--- src/mfgql_pkg.sv ---
`timescale 1ns / 1ps

package mfgql_pkg;

  // Pen position width
  localparam int unsigned POSITION_BITS_DEF = 32;
  // Extension width for signed compares and output clamps
  localparam int unsigned EXT_W = 64;

  // Control codes
  localparam logic [7:0] CODE_SPACE = 8'd32;
  localparam logic [7:0] CODE_TAB   = 8'd9;
  localparam logic [7:0] CODE_CR    = 8'd13;
  localparam logic [7:0] CODE_LF    = 8'd10;

  // Register indexes
  localparam logic [2:0] CFG_CODE_MAP     = 3'd0;
  localparam logic [2:0] CFG_GLYPH_BOX    = 3'd1;
  localparam logic [2:0] CFG_SPACE_WRAP   = 3'd2;
  localparam logic [2:0] CFG_ATLAS_ORIGIN = 3'd3;
  localparam logic [2:0] CFG_ATLAS_CELL   = 3'd4;

  localparam logic [31:0] CODE_MAP_RESET = 32'h0410_7E20;

  localparam logic [15:0] UV_MAX = 16'hFFFF;
  localparam int unsigned STEP_W = 17;
  localparam int unsigned PROD_W = 26;
  localparam int unsigned UVSUM_W = 27;

  typedef enum logic [2:0] {
    PEN_NONE,
    PEN_HOME,
    PEN_CR,
    PEN_ADV,
    PEN_LINE,
    PEN_TEST
  } pen_op_e;

  typedef struct packed {
    pen_op_e             op;
    logic [STEP_W-1:0]   step;
  } pen_cmd_t;

  function automatic logic [31:0] clamp32(input logic signed [EXT_W-1:0] v);
    logic signed [EXT_W-1:0] hi;
    logic signed [EXT_W-1:0] lo;
    hi = EXT_W'(64'sd2147483647);
    lo = -hi - EXT_W'(64'sd1);
    if (v > hi) begin
      clamp32 = 32'h7FFF_FFFF;
    end else if (v < lo) begin
      clamp32 = 32'h8000_0000;
    end else begin
      clamp32 = v[31:0];
    end
  endfunction

  function automatic logic [15:0] sat16(input logic [UVSUM_W-1:0] v);
    if (v > UVSUM_W'(UV_MAX)) begin
      sat16 = UV_MAX;
    end else begin
      sat16 = v[15:0];
    end
  endfunction

endpackage

--- src/mfgql_div.sv ---
`timescale 1ns / 1ps

// Restoring 8-bit divider, one quotient bit per cycle.
// Zero divisor: quotient 0, remainder is the dividend.
module mfgql_div (
  input  logic       clk_i,
  input  logic       rst_ni,
  input  logic       start_i,
  input  logic [7:0] dividend_i,
  input  logic [7:0] divisor_i,
  output logic [7:0] quo_o,
  output logic [7:0] rem_o,
  output logic       done_o
);

  logic       busy_q, busy_d;
  logic       done_q, done_d;
  logic [2:0] cnt_q, cnt_d;
  logic [7:0] rem_q, rem_d;
  logic [7:0] quo_q, quo_d;
  logic [7:0] div_q, div_d;
  logic [8:0] shifted;
  logic       ge;
  logic [8:0] diff;

  assign shifted = {rem_q, quo_q[7]};
  assign ge      = shifted >= {1'b0, div_q};
  assign diff    = shifted - {1'b0, div_q};

  always_comb begin
    busy_d = busy_q;
    done_d = done_q;
    cnt_d  = cnt_q;
    rem_d  = rem_q;
    quo_d  = quo_q;
    div_d  = div_q;
    if (start_i) begin
      div_d = divisor_i;
      cnt_d = 3'd0;
      if (divisor_i == 8'd0) begin
        rem_d  = dividend_i;
        quo_d  = 8'd0;
        busy_d = 1'b0;
        done_d = 1'b1;
      end else begin
        rem_d  = 8'd0;
        quo_d  = dividend_i;
        busy_d = 1'b1;
        done_d = 1'b0;
      end
    end else if (busy_q) begin
      rem_d = ge ? diff[7:0] : shifted[7:0];
      quo_d = {quo_q[6:0], ge};
      cnt_d = cnt_q + 3'd1;
      if (cnt_q == 3'd7) begin
        busy_d = 1'b0;
        done_d = 1'b1;
      end
    end
  end

  always_ff @(posedge clk_i or negedge rst_ni) begin
    if (!rst_ni) begin
      busy_q <= 1'b0;
      done_q <= 1'b0;
      cnt_q  <= 3'd0;
    end else begin
      busy_q <= busy_d;
      done_q <= done_d;
      cnt_q  <= cnt_d;
    end
  end

  always_ff @(posedge clk_i) begin
    rem_q <= rem_d;
    quo_q <= quo_d;
    div_q <= div_d;
  end

  assign quo_o  = quo_q;
  assign rem_o  = rem_q;
  assign done_o = done_q;

endmodule

--- src/mfgql_pen.sv ---
`timescale 1ns / 1ps

// Pen state with one shared saturating adder; one command per cycle.
module mfgql_pen #(
  parameter int unsigned POSITION_BITS = mfgql_pkg::POSITION_BITS_DEF
) (
  input  logic                      clk_i,
  input  logic                      rst_ni,
  input  mfgql_pkg::pen_cmd_t       cmd_i,
  input  logic [31:0]               limit_i,
  output logic [POSITION_BITS-1:0]  pen_x_o,
  output logic [POSITION_BITS-1:0]  pen_y_o,
  output logic                      wrap_o
);

  localparam int unsigned SW = POSITION_BITS + 2;

  logic [POSITION_BITS-1:0] x_q, x_d;
  logic [POSITION_BITS-1:0] y_q, y_d;
  logic                     wrap_q, wrap_d;
  logic signed [SW-1:0]     opa;
  logic signed [SW-1:0]     opb;
  logic signed [SW-1:0]     sum;
  logic [POSITION_BITS-1:0] sat;
  logic signed [mfgql_pkg::EXT_W-1:0] sum_ext;
  logic signed [mfgql_pkg::EXT_W-1:0] lim_ext;

  assign opa = (cmd_i.op == mfgql_pkg::PEN_LINE)
             ? SW'($signed(y_q)) : SW'($signed(x_q));
  assign opb = $signed({{(SW-mfgql_pkg::STEP_W){1'b0}}, cmd_i.step});
  assign sum = (cmd_i.op == mfgql_pkg::PEN_LINE) ? (opa - opb) : (opa + opb);

  // Fits when the top three bits agree; else clip by sign
  always_comb begin
    if (sum[SW-1:POSITION_BITS-1] == {3{sum[SW-1]}}) begin
      sat = sum[POSITION_BITS-1:0];
    end else if (sum[SW-1]) begin
      sat = {1'b1, {(POSITION_BITS-1){1'b0}}};
    end else begin
      sat = {1'b0, {(POSITION_BITS-1){1'b1}}};
    end
  end

  assign sum_ext = mfgql_pkg::EXT_W'(sum);
  assign lim_ext = $signed({{(mfgql_pkg::EXT_W-32){1'b0}}, limit_i});

  always_comb begin
    x_d    = x_q;
    y_d    = y_q;
    wrap_d = wrap_q;
    case (cmd_i.op)
      mfgql_pkg::PEN_HOME: begin
        x_d = '0;
        y_d = '0;
      end
      mfgql_pkg::PEN_CR: begin
        x_d = '0;
      end
      mfgql_pkg::PEN_ADV: begin
        x_d = sat;
      end
      mfgql_pkg::PEN_LINE: begin
        x_d = '0;
        y_d = sat;
      end
      mfgql_pkg::PEN_TEST: begin
        wrap_d = (limit_i != 32'd0) && (sum_ext > lim_ext);
      end
      default: begin
      end
    endcase
  end

  always_ff @(posedge clk_i or negedge rst_ni) begin
    if (!rst_ni) begin
      x_q    <= '0;
      y_q    <= '0;
      wrap_q <= 1'b0;
    end else begin
      x_q    <= x_d;
      y_q    <= y_d;
      wrap_q <= wrap_d;
    end
  end

  assign pen_x_o = x_q;
  assign pen_y_o = y_q;
  assign wrap_o  = wrap_q;

endmodule

--- src/mono_font_glyph_quad_layout.sv ---
`timescale 1ns / 1ps

// Channel  Direction  Handshake                   Payload
// -------  ---------  --------------------------  -------------------------------------
// in       sink       in_valid_i / in_ready_o     char_code_i, text_start_i
// out      source     out_valid_o / out_ready_i   x_left_o .. y_top_o, u_low_o .. v_high_o
// cfg      sink       cfg_valid_i / cfg_ready_o   cfg_index_i, cfg_data_i
//
// Space, CR, LF and codes outside the glyph range go from idle through start and dispatch;
// a tab adds a test, wrap and advance step per tab stop; a printable glyph waits on the
// divider (done at once when glyphs per row is zero), then makes two passes through the shared multiplier.
// in_ready_o is high only while the sequencer is idle; one character at a time.
// A finished quad sits in the output register; if it is still held when the next
// glyph is ready, the sequencer waits there. cfg transfers are always taken.
// Reset clears the pen, the sequencer and the registers to their defaults.
module mono_font_glyph_quad_layout #(
  parameter int unsigned POSITION_BITS = mfgql_pkg::POSITION_BITS_DEF
) (
  input  logic        clk_i,
  input  logic        rst_ni,
  // input characters
  input  logic        in_valid_i,
  output logic        in_ready_o,
  input  logic [7:0]  char_code_i,
  input  logic        text_start_i,
  // output quads
  output logic        out_valid_o,
  input  logic        out_ready_i,
  output logic [31:0] x_left_o,
  output logic [31:0] y_bottom_o,
  output logic [31:0] x_right_o,
  output logic [31:0] y_top_o,
  output logic [15:0] u_low_o,
  output logic [15:0] v_low_o,
  output logic [15:0] u_high_o,
  output logic [15:0] v_high_o,
  // register writes
  input  logic        cfg_valid_i,
  output logic        cfg_ready_o,
  input  logic [2:0]  cfg_index_i,
  input  logic [63:0] cfg_data_i
);

  localparam int unsigned EW = mfgql_pkg::EXT_W;

  // Sequencer states
  localparam logic [3:0] S_IDLE     = 4'd0;
  localparam logic [3:0] S_START    = 4'd1;
  localparam logic [3:0] S_DISPATCH = 4'd2;
  localparam logic [3:0] S_TAB_TEST = 4'd3;
  localparam logic [3:0] S_TAB_WRAP = 4'd4;
  localparam logic [3:0] S_TAB_ADV  = 4'd5;
  localparam logic [3:0] S_G_TEST   = 4'd6;
  localparam logic [3:0] S_G_WRAP   = 4'd7;
  localparam logic [3:0] S_G_DIV    = 4'd8;
  localparam logic [3:0] S_G_MULU   = 4'd9;
  localparam logic [3:0] S_G_MULV   = 4'd10;
  localparam logic [3:0] S_G_OUT    = 4'd11;

  logic [3:0] state_q, state_d;

  // Configuration registers
  logic [31:0] code_map_q;
  logic [63:0] glyph_box_q;
  logic [47:0] space_wrap_q;
  logic [31:0] atlas_origin_q;
  logic [63:0] atlas_cell_q;

  // Per-character registers
  logic [7:0]  ch_q;
  logic        start_q;
  logic [7:0]  tab_cnt_q, tab_cnt_d;
  logic [mfgql_pkg::PROD_W-1:0] prod_q, prod_d;
  logic [15:0] u_lo_q, u_lo_d;

  // Output register
  logic        out_valid_q, out_valid_d;
  logic [31:0] x_left_q, y_bottom_q, x_right_q, y_top_q;
  logic [15:0] u_low_q, v_low_q, u_high_q, v_high_q;
  logic        out_load;

  // Register fields
  logic [7:0]  first_code, last_code, per_row, tab_count;
  logic [15:0] glyph_w, glyph_h, gap_h, gap_line, space_w;
  logic [31:0] wrap_limit;
  logic [15:0] start_u, start_v, cell_u, cell_v, gap_u, gap_v;
  logic [mfgql_pkg::STEP_W-1:0] space_step, glyph_step, line_step;
  logic [mfgql_pkg::STEP_W-1:0] u_pitch, v_pitch;

  assign first_code = code_map_q[7:0];
  assign last_code  = code_map_q[15:8];
  assign per_row    = code_map_q[23:16];
  assign tab_count  = code_map_q[31:24];
  assign glyph_w    = glyph_box_q[15:0];
  assign glyph_h    = glyph_box_q[31:16];
  assign gap_h      = glyph_box_q[47:32];
  assign gap_line   = glyph_box_q[63:48];
  assign space_w    = space_wrap_q[15:0];
  assign wrap_limit = space_wrap_q[47:16];
  assign start_u    = atlas_origin_q[15:0];
  assign start_v    = atlas_origin_q[31:16];
  assign cell_u     = atlas_cell_q[15:0];
  assign cell_v     = atlas_cell_q[31:16];
  assign gap_u      = atlas_cell_q[47:32];
  assign gap_v      = atlas_cell_q[63:48];

  assign space_step = {1'b0, space_w} + {1'b0, gap_h};
  assign glyph_step = {1'b0, glyph_w} + {1'b0, gap_h};
  assign line_step  = {1'b0, glyph_h} + {1'b0, gap_line};
  assign u_pitch    = {1'b0, cell_u} + {1'b0, gap_u};
  assign v_pitch    = {1'b0, cell_v} + {1'b0, gap_v};

  // Register writes; indexes past the list are dropped
  assign cfg_ready_o = 1'b1;

  always_ff @(posedge clk_i or negedge rst_ni) begin
    if (!rst_ni) begin
      code_map_q     <= mfgql_pkg::CODE_MAP_RESET;
      glyph_box_q    <= '0;
      space_wrap_q   <= '0;
      atlas_origin_q <= '0;
      atlas_cell_q   <= '0;
    end else if (cfg_valid_i) begin
      unique case (cfg_index_i)
        mfgql_pkg::CFG_CODE_MAP:     code_map_q     <= cfg_data_i[31:0];
        mfgql_pkg::CFG_GLYPH_BOX:    glyph_box_q    <= cfg_data_i;
        mfgql_pkg::CFG_SPACE_WRAP:   space_wrap_q   <= cfg_data_i[47:0];
        mfgql_pkg::CFG_ATLAS_ORIGIN: atlas_origin_q <= cfg_data_i[31:0];
        mfgql_pkg::CFG_ATLAS_CELL:   atlas_cell_q   <= cfg_data_i;
        default: begin
        end
      endcase
    end
  end

  // Character classes; controls win over the glyph range
  logic is_space, is_tab, is_cr, is_lf, is_glyph;
  assign is_space = ch_q == mfgql_pkg::CODE_SPACE;
  assign is_tab   = ch_q == mfgql_pkg::CODE_TAB;
  assign is_cr    = ch_q == mfgql_pkg::CODE_CR;
  assign is_lf    = ch_q == mfgql_pkg::CODE_LF;
  assign is_glyph = (ch_q >= first_code) && (ch_q <= last_code);

  // Pen unit
  mfgql_pkg::pen_cmd_t      pen_cmd;
  logic [POSITION_BITS-1:0] pen_x, pen_y;
  logic                     wrap_hit;

  mfgql_pen #(
    .POSITION_BITS(POSITION_BITS)
  ) u_pen (
    .clk_i   (clk_i),
    .rst_ni  (rst_ni),
    .cmd_i   (pen_cmd),
    .limit_i (wrap_limit),
    .pen_x_o (pen_x),
    .pen_y_o (pen_y),
    .wrap_o  (wrap_hit)
  );

  // Atlas row and column
  logic       div_start;
  logic [7:0] row, col;
  logic       div_done;

  mfgql_div u_div (
    .clk_i      (clk_i),
    .rst_ni     (rst_ni),
    .start_i    (div_start),
    .dividend_i (ch_q - first_code),
    .divisor_i  (per_row),
    .quo_o      (row),
    .rem_o      (col),
    .done_o     (div_done)
  );

  // Shared multiplier: column * u pitch, then (row + 1) * v pitch
  logic [8:0]                    mul_a;
  logic [mfgql_pkg::STEP_W-1:0]  mul_b;
  logic [mfgql_pkg::PROD_W-1:0]  mul_p;

  assign mul_a = (state_q == S_G_MULV) ? ({1'b0, row} + 9'd1) : {1'b0, col};
  assign mul_b = (state_q == S_G_MULV) ? v_pitch : u_pitch;
  assign mul_p = mfgql_pkg::PROD_W'(mul_a) * mfgql_pkg::PROD_W'(mul_b);

  // uv from the products
  logic [mfgql_pkg::UVSUM_W-1:0] u_sum, v_sum;
  logic [15:0] v_lo;

  assign u_sum = mfgql_pkg::UVSUM_W'(start_u) + mfgql_pkg::UVSUM_W'(prod_q);
  assign v_sum = mfgql_pkg::UVSUM_W'(start_v) + mfgql_pkg::UVSUM_W'(prod_q);

  // v = 1.0 - sum, clamped to [0, 1.0 - lsb]
  always_comb begin
    if (v_sum == '0) begin
      v_lo = mfgql_pkg::UV_MAX;
    end else if (v_sum[mfgql_pkg::UVSUM_W-1:16] != '0) begin
      v_lo = 16'd0;
    end else begin
      v_lo = 16'd0 - v_sum[15:0];
    end
  end

  // Screen edges from the pen
  logic signed [EW-1:0] pen_x_ext, pen_y_ext;
  assign pen_x_ext = EW'($signed(pen_x));
  assign pen_y_ext = EW'($signed(pen_y));

  assign out_load = (state_q == S_G_OUT) && (!out_valid_q || out_ready_i);

  // Sequencer
  always_comb begin
    state_d      = state_q;
    tab_cnt_d    = tab_cnt_q;
    prod_d       = prod_q;
    u_lo_d       = u_lo_q;
    div_start    = 1'b0;
    pen_cmd.op   = mfgql_pkg::PEN_NONE;
    pen_cmd.step = space_step;
    unique case (state_q)
      S_IDLE: begin
        if (in_valid_i) begin
          state_d = S_START;
        end
      end
      S_START: begin
        if (start_q) begin
          pen_cmd.op = mfgql_pkg::PEN_HOME;
        end
        state_d = S_DISPATCH;
      end
      S_DISPATCH: begin
        state_d = S_IDLE;
        if (is_space) begin
          pen_cmd.op = mfgql_pkg::PEN_ADV;
        end else if (is_tab) begin
          tab_cnt_d = tab_count;
          if (tab_count != 8'd0) begin
            state_d = S_TAB_TEST;
          end
        end else if (is_cr) begin
          pen_cmd.op = mfgql_pkg::PEN_CR;
        end else if (is_lf) begin
          pen_cmd.op   = mfgql_pkg::PEN_LINE;
          pen_cmd.step = line_step;
        end else if (!is_glyph) begin
          pen_cmd.op = mfgql_pkg::PEN_ADV;
        end else begin
          div_start = 1'b1;
          state_d   = S_G_TEST;
        end
      end
      S_TAB_TEST: begin
        pen_cmd.op   = mfgql_pkg::PEN_TEST;
        pen_cmd.step = {1'b0, glyph_w};
        state_d      = S_TAB_WRAP;
      end
      S_TAB_WRAP: begin
        if (wrap_hit) begin
          pen_cmd.op   = mfgql_pkg::PEN_LINE;
          pen_cmd.step = line_step;
        end
        state_d = S_TAB_ADV;
      end
      S_TAB_ADV: begin
        pen_cmd.op = mfgql_pkg::PEN_ADV;
        tab_cnt_d  = tab_cnt_q - 8'd1;
        state_d    = (tab_cnt_q == 8'd1) ? S_IDLE : S_TAB_TEST;
      end
      S_G_TEST: begin
        pen_cmd.op   = mfgql_pkg::PEN_TEST;
        pen_cmd.step = {1'b0, glyph_w};
        state_d      = S_G_WRAP;
      end
      S_G_WRAP: begin
        if (wrap_hit) begin
          pen_cmd.op   = mfgql_pkg::PEN_LINE;
          pen_cmd.step = line_step;
        end
        state_d = S_G_DIV;
      end
      S_G_DIV: begin
        if (div_done) begin
          state_d = S_G_MULU;
        end
      end
      S_G_MULU: begin
        prod_d  = mul_p;
        state_d = S_G_MULV;
      end
      S_G_MULV: begin
        u_lo_d  = mfgql_pkg::sat16(u_sum);
        prod_d  = mul_p;
        state_d = S_G_OUT;
      end
      S_G_OUT: begin
        // quad is taken from the pen before this advance lands
        if (out_load) begin
          pen_cmd.op   = mfgql_pkg::PEN_ADV;
          pen_cmd.step = glyph_step;
          state_d      = S_IDLE;
        end
      end
      default: begin
        state_d = S_IDLE;
      end
    endcase
  end

  assign in_ready_o = state_q == S_IDLE;

  always_comb begin
    out_valid_d = out_valid_q;
    if (out_valid_q && out_ready_i) begin
      out_valid_d = 1'b0;
    end
    if (out_load) begin
      out_valid_d = 1'b1;
    end
  end

  always_ff @(posedge clk_i or negedge rst_ni) begin
    if (!rst_ni) begin
      state_q     <= S_IDLE;
      tab_cnt_q   <= 8'd0;
      out_valid_q <= 1'b0;
    end else begin
      state_q     <= state_d;
      tab_cnt_q   <= tab_cnt_d;
      out_valid_q <= out_valid_d;
    end
  end

  always_ff @(posedge clk_i) begin
    if (in_valid_i && in_ready_o) begin
      ch_q    <= char_code_i;
      start_q <= text_start_i;
    end
    prod_q <= prod_d;
    u_lo_q <= u_lo_d;
    if (out_load) begin
      x_left_q   <= mfgql_pkg::clamp32(pen_x_ext);
      y_bottom_q <= mfgql_pkg::clamp32(pen_y_ext);
      x_right_q  <= mfgql_pkg::clamp32(pen_x_ext + EW'(glyph_w));
      y_top_q    <= mfgql_pkg::clamp32(pen_y_ext + EW'(glyph_h));
      u_low_q    <= u_lo_q;
      v_low_q    <= v_lo;
      u_high_q   <= mfgql_pkg::sat16(mfgql_pkg::UVSUM_W'(u_lo_q)
                                     + mfgql_pkg::UVSUM_W'(cell_u));
      v_high_q   <= mfgql_pkg::sat16(mfgql_pkg::UVSUM_W'(v_lo)
                                     + mfgql_pkg::UVSUM_W'(cell_v));
    end
  end

  assign out_valid_o = out_valid_q;
  assign x_left_o    = x_left_q;
  assign y_bottom_o  = y_bottom_q;
  assign x_right_o   = x_right_q;
  assign y_top_o     = y_top_q;
  assign u_low_o     = u_low_q;
  assign v_low_o     = v_low_q;
  assign u_high_o    = u_high_q;
  assign v_high_o    = v_high_q;

endmodule

--- config.mk ---
export PLATFORM = sky130hd
export DESIGN_NAME = mono_font_glyph_quad_layout
export DESIGN_NICKNAME = d
export VERILOG_FILES = /design/src/mfgql_pkg.sv /design/src/mfgql_div.sv /design/src/mfgql_pen.sv /design/src/mono_font_glyph_quad_layout.sv
export SDC_FILE = /design/constraint.sdc
export NUM_CORES = 2
export LEC_CHECK = 0
export BUFFER_PORTS_ARGS = -buffer_cell sky130_fd_sc_hd__buf_2
export CAP_MARGIN = 20
export CORE_MARGIN = 2
export CORE_UTILIZATION = 64
export CTS_BUF_LIST = sky130_fd_sc_hd__clkbuf_8
export DETAILED_ROUTE_END_ITERATION = 12
export PLACE_DENSITY_LB_ADDON = 0.15
export SKIP_LAST_GASP = 1
export SLEW_MARGIN = 20
export SYNTH_ARGS = -nofsm -noshare
export SYNTH_HDL_FRONTEND = slang
export SYNTH_HIERARCHICAL = 1
export SYNTH_SLANG_ARGS = --single-unit
--- constraint.sdc ---
create_clock -name clk_i -period 12.4 [get_ports clk_i]
set_clock_uncertainty 0.15 [all_clocks]
set_input_delay 0.62 -clock clk_i [delete_from_list [all_inputs] [get_ports clk_i]]
set_output_delay 0.62 -clock clk_i [all_outputs]
set_load 0.02 [all_outputs]
==> summary.txt <==
run status: complete, no violations
crit start category: flip-flop
Die Span Y: 256 µm
standard-cell rows: 92
hpwl dp: 92.1 mm
largest family of logic cells by synthesized area: adder cells
Worst Setup End Kind: flip-flop
final hold vios: 0
area share of the largest cell type after synthesis: 19.7%
nets: 4713
clock tree buffer depth: 3
H-tree levels: 3
HP Class: input port to flip-flop
WHS Path Cells: 3
Initial Utilization: 64.6%
clock latency on the worst-skew pair: 720 ps
GRT overflow: 0
io pins: 276
RD Place Congestion: 0.988
CTS tree: built
IO buf count: 274
# clock sinks: 590
max_slew headroom: 23.6%
DRT antenna net count: 0
Setup Crit Path Kind: flip-flop to flip-flop
syn_nets: 4484
largest net degree at the start of global routing: 108
Period Utilization, post-route: 77.3%
crit path time final: 9580 ps
Cells after Synth: 3963
final setup vio count: 0
DRC Markers: 0
via density per instance: 6.31
area share of fa/ha/maj cells after synthesis: 15.7%
number of detailed-route iterations in the first pass: 6
simple-gate area share of the yosys netlist: 12.9%
GRT Total Usage: 36.2%
Worst Tran Pin Value: 1120 ps
number of global-route vias before repair: 30.2k
Compound-Gate Fraction of Synth Area: 15.2%
Netlist cell types: 108
Post-DP Area: 0.0425 mm²
Max Cap Viol: 0
first-pass GRT wire length: 181 mm
mux contribution to synthesized area: 6.89%
initial antenna violation count: 12
final count of pins violating max slew: 0
vias: 32.3k
EDFF count, synth: 267
Yosys warning total: 6
Main synth FF type: dfrtp_1
register area share after synthesis: 39.6%
syn_area_per_cell: 10.3 µm²
DIE AREA: 0.0656 mm²
RSZ-0062 raised after global routing: no
Final Cell Area: 0.0448 mm²
TritonCTS Buffers: 98
top cells by area, synth: edfxtp_1 20%, dfrtp_1 19%, ha_1 9.8%, mux2_2 6.3%, fa_1 5.9%
post-synthesis async set-or-reset flop share: 54.7%
CP Data Arrival Time: 9990 ps
DRT iter0 DRCs: 3082
top-count cell post-synth: nand2_1
Post-synth top cells: 362 x nand2_1, 320 x ha_1, 314 x dfrtp_1, 278 x inv_1, 267 x edfxtp_1
fillers: 4800
Resized Gates After CTS: 0
die width: 256 µm
TNS Setup: 0 ps
CORE AREA: 0.0630 mm²
Worst R2R Path Depth: 27
WL final: 120 mm
Req. time, crit path: 12810 ps
layout cells sized above 1: 18.8%
Post-Route Utilization: 71.2%
dominant cell type by area after synthesis: edfxtp_1
Layout area overhead: 10.1%
clk root buf: clkbuf_8
register bit total from synthesis: 590
Post-Syn Area: 0.0407 mm²
FMAX: 104 MHz
CP Max Fanout: 31
drt wl/cell: 23.3 µm
Worst-path clk slew: 60 ps
Post-CTS Setup Bufs: 0
Synth Area in XOR/XNOR: 5.10%
==> logic make-up (layout without fill, tap and decap cells) <==
logic type,count (synthesis),after routing
adder cells (fa/ha/maj),440,440
multiplexers,252,252
flip-flops,590,590
AO/OA/AOI/OAI,896,896
AND/OR/NAND/NOR,1091,1091
buffers and inverters,460,767
other,1,6
XOR/XNOR,233,233
==> flip-flops by register name (all words and copies together), names as in the netlist, 3 cells and up <==
register,count
atlas_cell_q,64
atlas_origin_q,32
ch_q,8
code_map_q,32
glyph_box_q,64
prod_q,26
space_wrap_q,48
state_q,4
tab_cnt_q,8
u_div/cnt_q,3
u_div/div_q,8
u_div/quo_o,8
u_div/rem_o,8
u_high_o,16
u_lo_q,16
u_low_o,16
u_pen/pen_x_o,32
u_pen/pen_y_o,32
v_high_o,16
v_low_o,16
x_left_o,32
x_right_o,32
y_bottom_o,32
y_top_o,32
==> worst max-delay path, cell delays in order (launching register included) <==
cell and delay, ps:
dfrtp_1 460, ha_1 340, a211o_1 280, a2111oi_0 680, o22ai_1 260, o41ai_1 880
o21ai_0 260, or2_2 330, a31oi_1 160, o21ai_0 100, a211o_1 350, or4_4 570
or3_1 570, nand2_1 160, ha_1 290, a21o_1 220, a211o_1 310, a221oi_1 250
o21ai_0 150, a2111oi_0 460, a21oi_1 130, a21o_1 200, a21oi_1 170, xor2_1 90
ha_1 440, nor2_1 90, a211o_2 610, a221o_2 490
==> worst paths after layout <==
path                            startpoint                end  slack [ps]
setup / recovery           glyph_box_q[17]   u_pen/pen_y_o[3]        2820
hold / removal              cfg_data_i[49]   atlas_cell_q[49]          90
setup reg to reg           glyph_box_q[17]   u_pen/pen_y_o[3]        2820
hold reg to reg                 u_lo_q[14]        u_low_o[14]         300
max in group asynchronous           rst_ni    space_wrap_q[1]       10180
min in group asynchronous           rst_ni  u_pen/pen_y_o[27]         420
==> layer usage <==
metal  vias to the layer above  track usage (%)  routed length, µm
li1                      14709                -                  -
met1                     15786             53.5              51500
met2                      1575             52.4              50700
met3                       252             7.51              12400
met4                         6             14.1               4940
met5                         -                0                 23
==> layout make-up <==
| type | instances | area [µm²] | share of cell area [%] |
|---|---|---|---|
| diodes | 5 | 12.5 | 0.0279 |
| clock buffers | 113 | 1560 | 3.47 |
| clock inverters | 65 | 558 | 1.25 |
| inverters | 279 | 1050 | 2.35 |
| multi-input cells | 2913 | 22800 | 50.8 |
| flip-flops and latches | 590 | 16100 | 36.0 |
| well taps | 846 | 1060 | 2.36 |
| repair buffers | 310 | 1690 | 3.77 |
==> layout by cell type (no fill, tap or decap), types with 94 or more instances in the layout <==
cell type	netlist	layout
mux2_2	226	226
buf_2	8	273
inv_1	278	307
edfxtp_1	267	267
xnor2_1	135	135
fa_1	120	120
a21oi_1	189	189
o21ai_0	205	205
dfrtp_1	314	314
clkbuf_8	1	113
nor2_1	265	263
ha_1	320	320
xor2_1	95	94
nand2_1	362	361
==> repair_timing <==
item,4_1_cts,5_1_grt
hold buffers,12,0
endpoints found under the hold margin,108,0
endpoints found under the setup margin,0,0
==> metrics by stage <==
| stage | hold WS, ps | cells | setup WS, ps |
|---|---|---|---|
| 2_1_floorplan | 174 | 3963 | 1050 |
| 3_3_place_gp | 296 | 4926 | 3030 |
| 3_5_place_dp | 293 | 4926 | 2920 |
| 4_1_cts | 51.0 | 5116 | 2820 |
| 5_1_grt | 78.3 | 5117 | 2440 |
| 6_report | 90.0 | 5121 | 2820 |
Power is not shown: default switching activity piles up to over one toggle a cycle in this logic, so the estimate is an artifact.
